==> config.mk <==
export PLATFORM = sky130hd
export DESIGN_NAME = prle_ctrl
export DESIGN_NICKNAME = d
export VERILOG_FILES = /design/src/rtl/prle_pkg.sv /design/src/rtl/prle_ctrl.sv
export SDC_FILE = /design/constraint.sdc
export NUM_CORES = 1
export LEC_CHECK = 0
export BUFFER_PORTS_ARGS = -buffer_cell sky130_fd_sc_hd__buf_4
export CORE_AREA = 2 2 39 41
export CTS_CLUSTER_DIAMETER = 100
export DETAILED_ROUTE_END_ITERATION = 8
export DIE_AREA = 0 0 41 43
export GPL_ROUTABILITY_DRIVEN = 0
export REMOVE_ABC_BUFFERS = 1
export SLEW_MARGIN = 20
export SYNTH_ARGS = -nofsm -noshare
export SYNTH_HDL_FRONTEND = slang
export SYNTH_SLANG_ARGS = --single-unit
export TNS_END_PERCENT = 1
==> constraint.sdc <==
create_clock -name clk -period 1.65 [get_ports clk]
set_clock_uncertainty 0.1 [all_clocks]
set_input_delay 0.2475 -clock clk [delete_from_list [all_inputs] [get_ports clk]]
set_output_delay 0.2475 -clock clk [all_outputs]
set_load 0.01 [all_outputs]
==> src/rtl/prle_pkg.sv <==
`default_nettype none
package prle_pkg;

  localparam int IMAGE_WIDTH  = 320;
  localparam int IMAGE_HEIGHT = 200;
  localparam int PLANE_COUNT  = 4;

  localparam int STORE_DEPTH = IMAGE_WIDTH * IMAGE_HEIGHT;
  localparam int ADDR_W      = $clog2(STORE_DEPTH);
  localparam int PIX_W       = 4;
  localparam int IDX_W       = 16;
  localparam int PLANE_W     = ($clog2(PLANE_COUNT) > 2) ? $clog2(PLANE_COUNT) : 2;

  localparam logic [15:0] PLANE_LENGTH_RESET = 16'd64000;

  typedef enum logic [1:0] {
    PHASE_CMD,
    PHASE_LITERAL,
    PHASE_REPEAT
  } phase_t;

  typedef enum logic [2:0] {
    ST_IDLE,
    ST_DISPATCH,
    ST_PIX_RD,
    ST_PIX_WR,
    ST_FINISH
  } state_t;

  typedef struct packed {
    logic take_item;
    logic load_command;
    logic start_literal;
    logic start_repeat;
    logic rd_item;
    logic pix_rd;
    logic pix_step;
    logic load_out;
  } prle_cmd_t;

  typedef struct packed {
    logic   item_is_read;
    logic   done;
    phase_t phase;
    logic   last_pixel;
    logic   out_free;
  } prle_status_t;

endpackage
`default_nettype wire

==> src/rtl/prle_ctrl.sv <==
`default_nettype none
module prle_ctrl (
  input  wire                   clk,
  input  wire                   rst_n,
  input  wire                   in_valid,
  output logic                  in_ready,
  input  prle_pkg::prle_status_t status,
  output prle_pkg::prle_cmd_t   cmd
);
  import prle_pkg::*;

  state_t state_r;
  state_t state_nxt;

  always_ff @(posedge clk) begin
    if (!rst_n) begin
      state_r <= ST_IDLE;
    end else begin
      state_r <= state_nxt;
    end
  end

  always_comb begin
    state_nxt = state_r;
    cmd       = '0;
    in_ready  = 1'b0;
    case (state_r)
      ST_IDLE: begin
        in_ready = 1'b1;
        if (in_valid) begin
          cmd.take_item = 1'b1;
          state_nxt     = ST_DISPATCH;
        end
      end
      ST_DISPATCH: begin
        if (status.item_is_read) begin
          // Read data lands in the datapath register for the finish state.
          cmd.rd_item = 1'b1;
          state_nxt   = ST_FINISH;
        end else if (status.done) begin
          state_nxt = ST_FINISH;
        end else begin
          case (status.phase)
            PHASE_LITERAL: begin
              cmd.start_literal = 1'b1;
              state_nxt         = ST_PIX_RD;
            end
            PHASE_REPEAT: begin
              cmd.start_repeat = 1'b1;
              state_nxt        = ST_PIX_RD;
            end
            default: begin
              cmd.load_command = 1'b1;
              state_nxt        = ST_FINISH;
            end
          endcase
        end
      end
      ST_PIX_RD: begin
        // The last plane may finish in the middle of a byte or a run.
        if (status.done) begin
          state_nxt = ST_FINISH;
        end else begin
          cmd.pix_rd = 1'b1;
          state_nxt  = ST_PIX_WR;
        end
      end
      ST_PIX_WR: begin
        cmd.pix_step = 1'b1;
        state_nxt    = status.last_pixel ? ST_FINISH : ST_PIX_RD;
      end
      ST_FINISH: begin
        if (status.out_free) begin
          cmd.load_out = 1'b1;
          state_nxt    = ST_IDLE;
        end
      end
      default: begin
        state_nxt = ST_IDLE;
      end
    endcase
  end

endmodule
`default_nettype wire

# Yosys cells after proc, flatten, opt, wreduce, memory -nomap -nowiden
# Index checks and enable logic that the tools add are counted.
# totals
out_inout_bits	9
register_bits	3
inputBits	9
# op_classes
n_reduce_logical	3
eq_ne	8
muxes	23
# ops
operator	n
two-way mux 3 bit	9
case mux 3 bit (5 select lines)	1
two-way mux 1 bit	12
== test 3 x 2 -> 1 bit, second input constant	2
two-way mux 4 bit	1
inequality test 2 bit, second input constant	2
== test 3 x 1 -> 1 bit, second input constant	1
== test 3 bit, second input constant	1
zero test 3 bit	1
== test 2 x 1 -> 1 bit, second input constant	1
== test 2 bit, second input constant	1
AND reduction 2 bit	1
OR reduction 2 bit	1

# Logic depth before layout (Yosys ltp)
# depth
ltp_word	6
mapped_depth	4
ltp_nobuf	4

# Least setup slack after synthesis
# OpenSTA, ideal clock, no wires.
# synth_path
path_type	register to output
start	reg state_r[0]
end	out cmd[4] in the netlist's numbering
path_stages_with_launch	4
t_required_ns	1.302
arrival_time_ns	0.978
slack_ns	0.325
cell_sequence	dfxtp_1 nor3b_2 nor3b_2 and2_2
# synth_rtl
element	line_no	text
start: declaration	prle_ctrl.sv:12	state_t state_r;
start signal: assignment	prle_ctrl.sv:19	state_r <= state_nxt;
end: declaration	prle_ctrl.sv:8	output prle_pkg::prle_cmd_t cmd

==> results.txt <==
----------------------------------------------------
[Critical path]
  Worst path top cell family by delay ... simple AND/OR/NAND/NOR gates
  WP depth ... 4
  Worst path max stage delay ... 360 ps
  Endpoint required time on the critical path ... 1300 ps
  Series of cell instances along the critical path ... nor3b_4 > nor3b_4 > and2_2 > buf_4
  Cells on worst reg2reg path ... 3
  Crit path buf inv count ... 1
  Cell with the most instances on the worst path ... nor3b_4
  Crit path max fanout ... 8
  Worst Setup Path Type ... register to output port
  Crit path arrival time ... 1340 ps
  Slowest CP cell ... dfxtp_4
  Kind of end point of the critical path ... output port
  Startpoint types ... register

[Outcome]
  Failing checks ... negative setup slack
  Status ... finished with violations

[Route]
  Via count ... 283
  Total DRC errors in the routed layout ... 0
  Detail-routed net length per standard cell ... 10.5 um
  WL final ... 706 um
  Number of DRC markers in iteration 0 ... 3
  Residual antenna-violating net count after detailed routing ... 0
  1st-pass router iterations ... 4
  Via density ... 4.22

[Layout]
  Post-synthesis to final-layout area growth ... 81.3%
  Number of flip-flops under the largest register name ... 3
  Final net count ... 63
  Number of standard cells in the final layout excluding fillers ... 67
  Register area ... 66.3 um^2
  Area used by multi-input combinational logic ... 204 um^2
  Most flop-heavy register ... state_r
  Fraction of layout instances using a drive strength above 1 ... 64.7%
  Filler cell count in the final layout ... 159
  Largest registers ranked by flip-flop count ... state_r (3)
  Leading cell type in the layout, fill and taps excluded ... buf_4
  Commonest cells after routing, fill and taps aside ... buf_4 (18), inv_1 (3), and2_2 (3), clkbuf_4 (3)
  Antenna Cells ... 0

[Yosys]
  Mean area per synthesized cell ... 9.34 um^2
  Proportion of synthesized chip area in sequential cells ... 23.0%
  Yosys reg bits ... 3
  Top cell type's share of synthesized area ... 23.0%
  Count of distinct cell types in the synthesized netlist ... 19
  Dominant cells by area after synthesis ... dfxtp_1 (23%), and2_2 (11%), ha_1 (9.6%)
  Yosys Warn Count ... 0
  Number of cells produced by synthesis ... 28
  Cell type with the largest total area after synthesis ... dfxtp_1
  Total standard cell area after synthesis ... 262 um^2

[Pwr]
  Maximum resistive drop on vdd ... 0.347 mV
  Leakage Power ... 0.000238 uW
  Power density cells ... 601 nW/um^2

[Clocking]
  Number of buffers added to fix hold violations after cts ... 0
  Skew-Pair Late Insertion Delay ... 230 ps
  Number of clock buffers inserted by TritonCTS ... 3
  Number of clock sinks ... 3
  Clock tree from TritonCTS ... built
  CTS max path bufs ... 2
  Maximum level of the CTS H-tree ... 1
  Root Driver ... clkbuf_4
  Clock slew at reported path FFs ... 40 ps

[Floorplanning]
  Top Ports ... 18
  Full die area ... 1760 um^2
  Core region area ... 1380 um^2
  Starting density of the core ... 18.9%
  Number of core rows ... 14
  Y dimension of the die ... 43 um
  Die Wd ... 41 um

[Timing]
  Setup TNS Final ... -85.6 ps
  Min Tclk post-route ... 1680 ps
  RSZ-0062 raised after global routing ... yes
  Maximum operating frequency ... 594 MHz
  Final Cycle Share ... 102%
  Normalized max-slew margin ... 74.1%
  Minimum hold slack ... 175 ps
  Transition time at the pin with the least slew margin ... 384 ps
  Final max-slew violation count ... 0
  Setup ws final ... -33.8 ps
  Hold violation count in the final report ... 0
  Final setup violation count ... 3

[Global route]
  First-pass GRT wire length ... 1.08 mm
  Maximum number of pins on one net before global-route repair ... 9
  Global router's overall resource usage ... 9.22%
  Number of global-route vias before repair ... 277
  Grt total ovfl ... 0
  Number of antenna violations at the first check in global routing ... 0

[Place]
  Count of port buffers added during placement ... 17
  Number of cells in the design after placement ... 62
  Post-DP HPWL ... 524 um

[Min path]
  Hold path cells ... 2
  Class of the tightest hold or removal check ... input pin to register

[Flow run]
  Total of max-cap violations ... 0

----------------------------------------------------
## layer usage
| layer | vias to the layer above | part of all wire [%] | global-route usage (%) |
|---|---|---|---|
| met1 | 127 | 38 | 8.63 |
| met5 | - | 0 | 0 |
| li1 | 150 | - | - |
| met2 | 6 | 57 | 15.3 |
| met4 | 0 | 0 | 4.00 |
| met3 | 0 | 5.0 | 5.24 |
## power breakdown
part | switching (uW) | internal, uW
clock network | 36.4 | 90.5
registers | 5.94 | 77.0
logic | 29.9 | 45.0
## synthesized netlist by cell type, drive strengths merged
cell type / n
nand3b: 1
ha: 2
o311ai: 1
nor3b: 2
a32o: 1
nor2: 1
and3: 1
mux2i: 1
inv: 3
nor4b: 1
o21a: 1
dfxtp: 3
and2: 5
nor3: 1
nand4b: 1
and3b: 2
o211ai: 1
## final cells by class
class | instances | area share [%]
timing repair buffer | 19 | 30.9
sequential | 3 | 14.0
inverter | 3 | 2.37
multi-input combinational | 22 | 43.0
tap | 16 | 4.22
clock buffer | 4 | 5.54
## worst paths after layout
path / startpoint / end / slack (ps)
max: state_r[2] / cmd[6] / -30
min: rst_n / state_r[0] / 180
max reg2reg: state_r[2] / state_r[1] / 470
min reg2reg: state_r[1] / state_r[2] / 470
## what timing repair did
item | in CTS | in global routing
buffers inserted | 1 | 0
pin swaps | 1 | 2
gates resized for setup | 4 | 4
setup endpoints to repair | 3 | 4
## per-stage QoR
stage | utilization (%) | power [uW] | setup slack (ps) | cell area [um^2]
floorplan | - | 111 | 325 | 262
global placement | 30.1 | 150 | 219 | 417
detailed placement | 30.1 | 152 | 183 | 417
CTS | 33.3 | 291 | 1.84 | 460
global route | 34.3 | 309 | -105 | 474
finish | 34.3 | 285 | -33.8 | 474
## cell families after synthesis
group,after synthesis,share of synthesized area (%)
fa+ha+maj,2,9.57
simple gates,15,45.9
flops,3,23.0
buf+inv,3,4.31
mux,1,3.83
compound gates,4,13.4
Note: power is estimated with default switching activity, not from simulation.
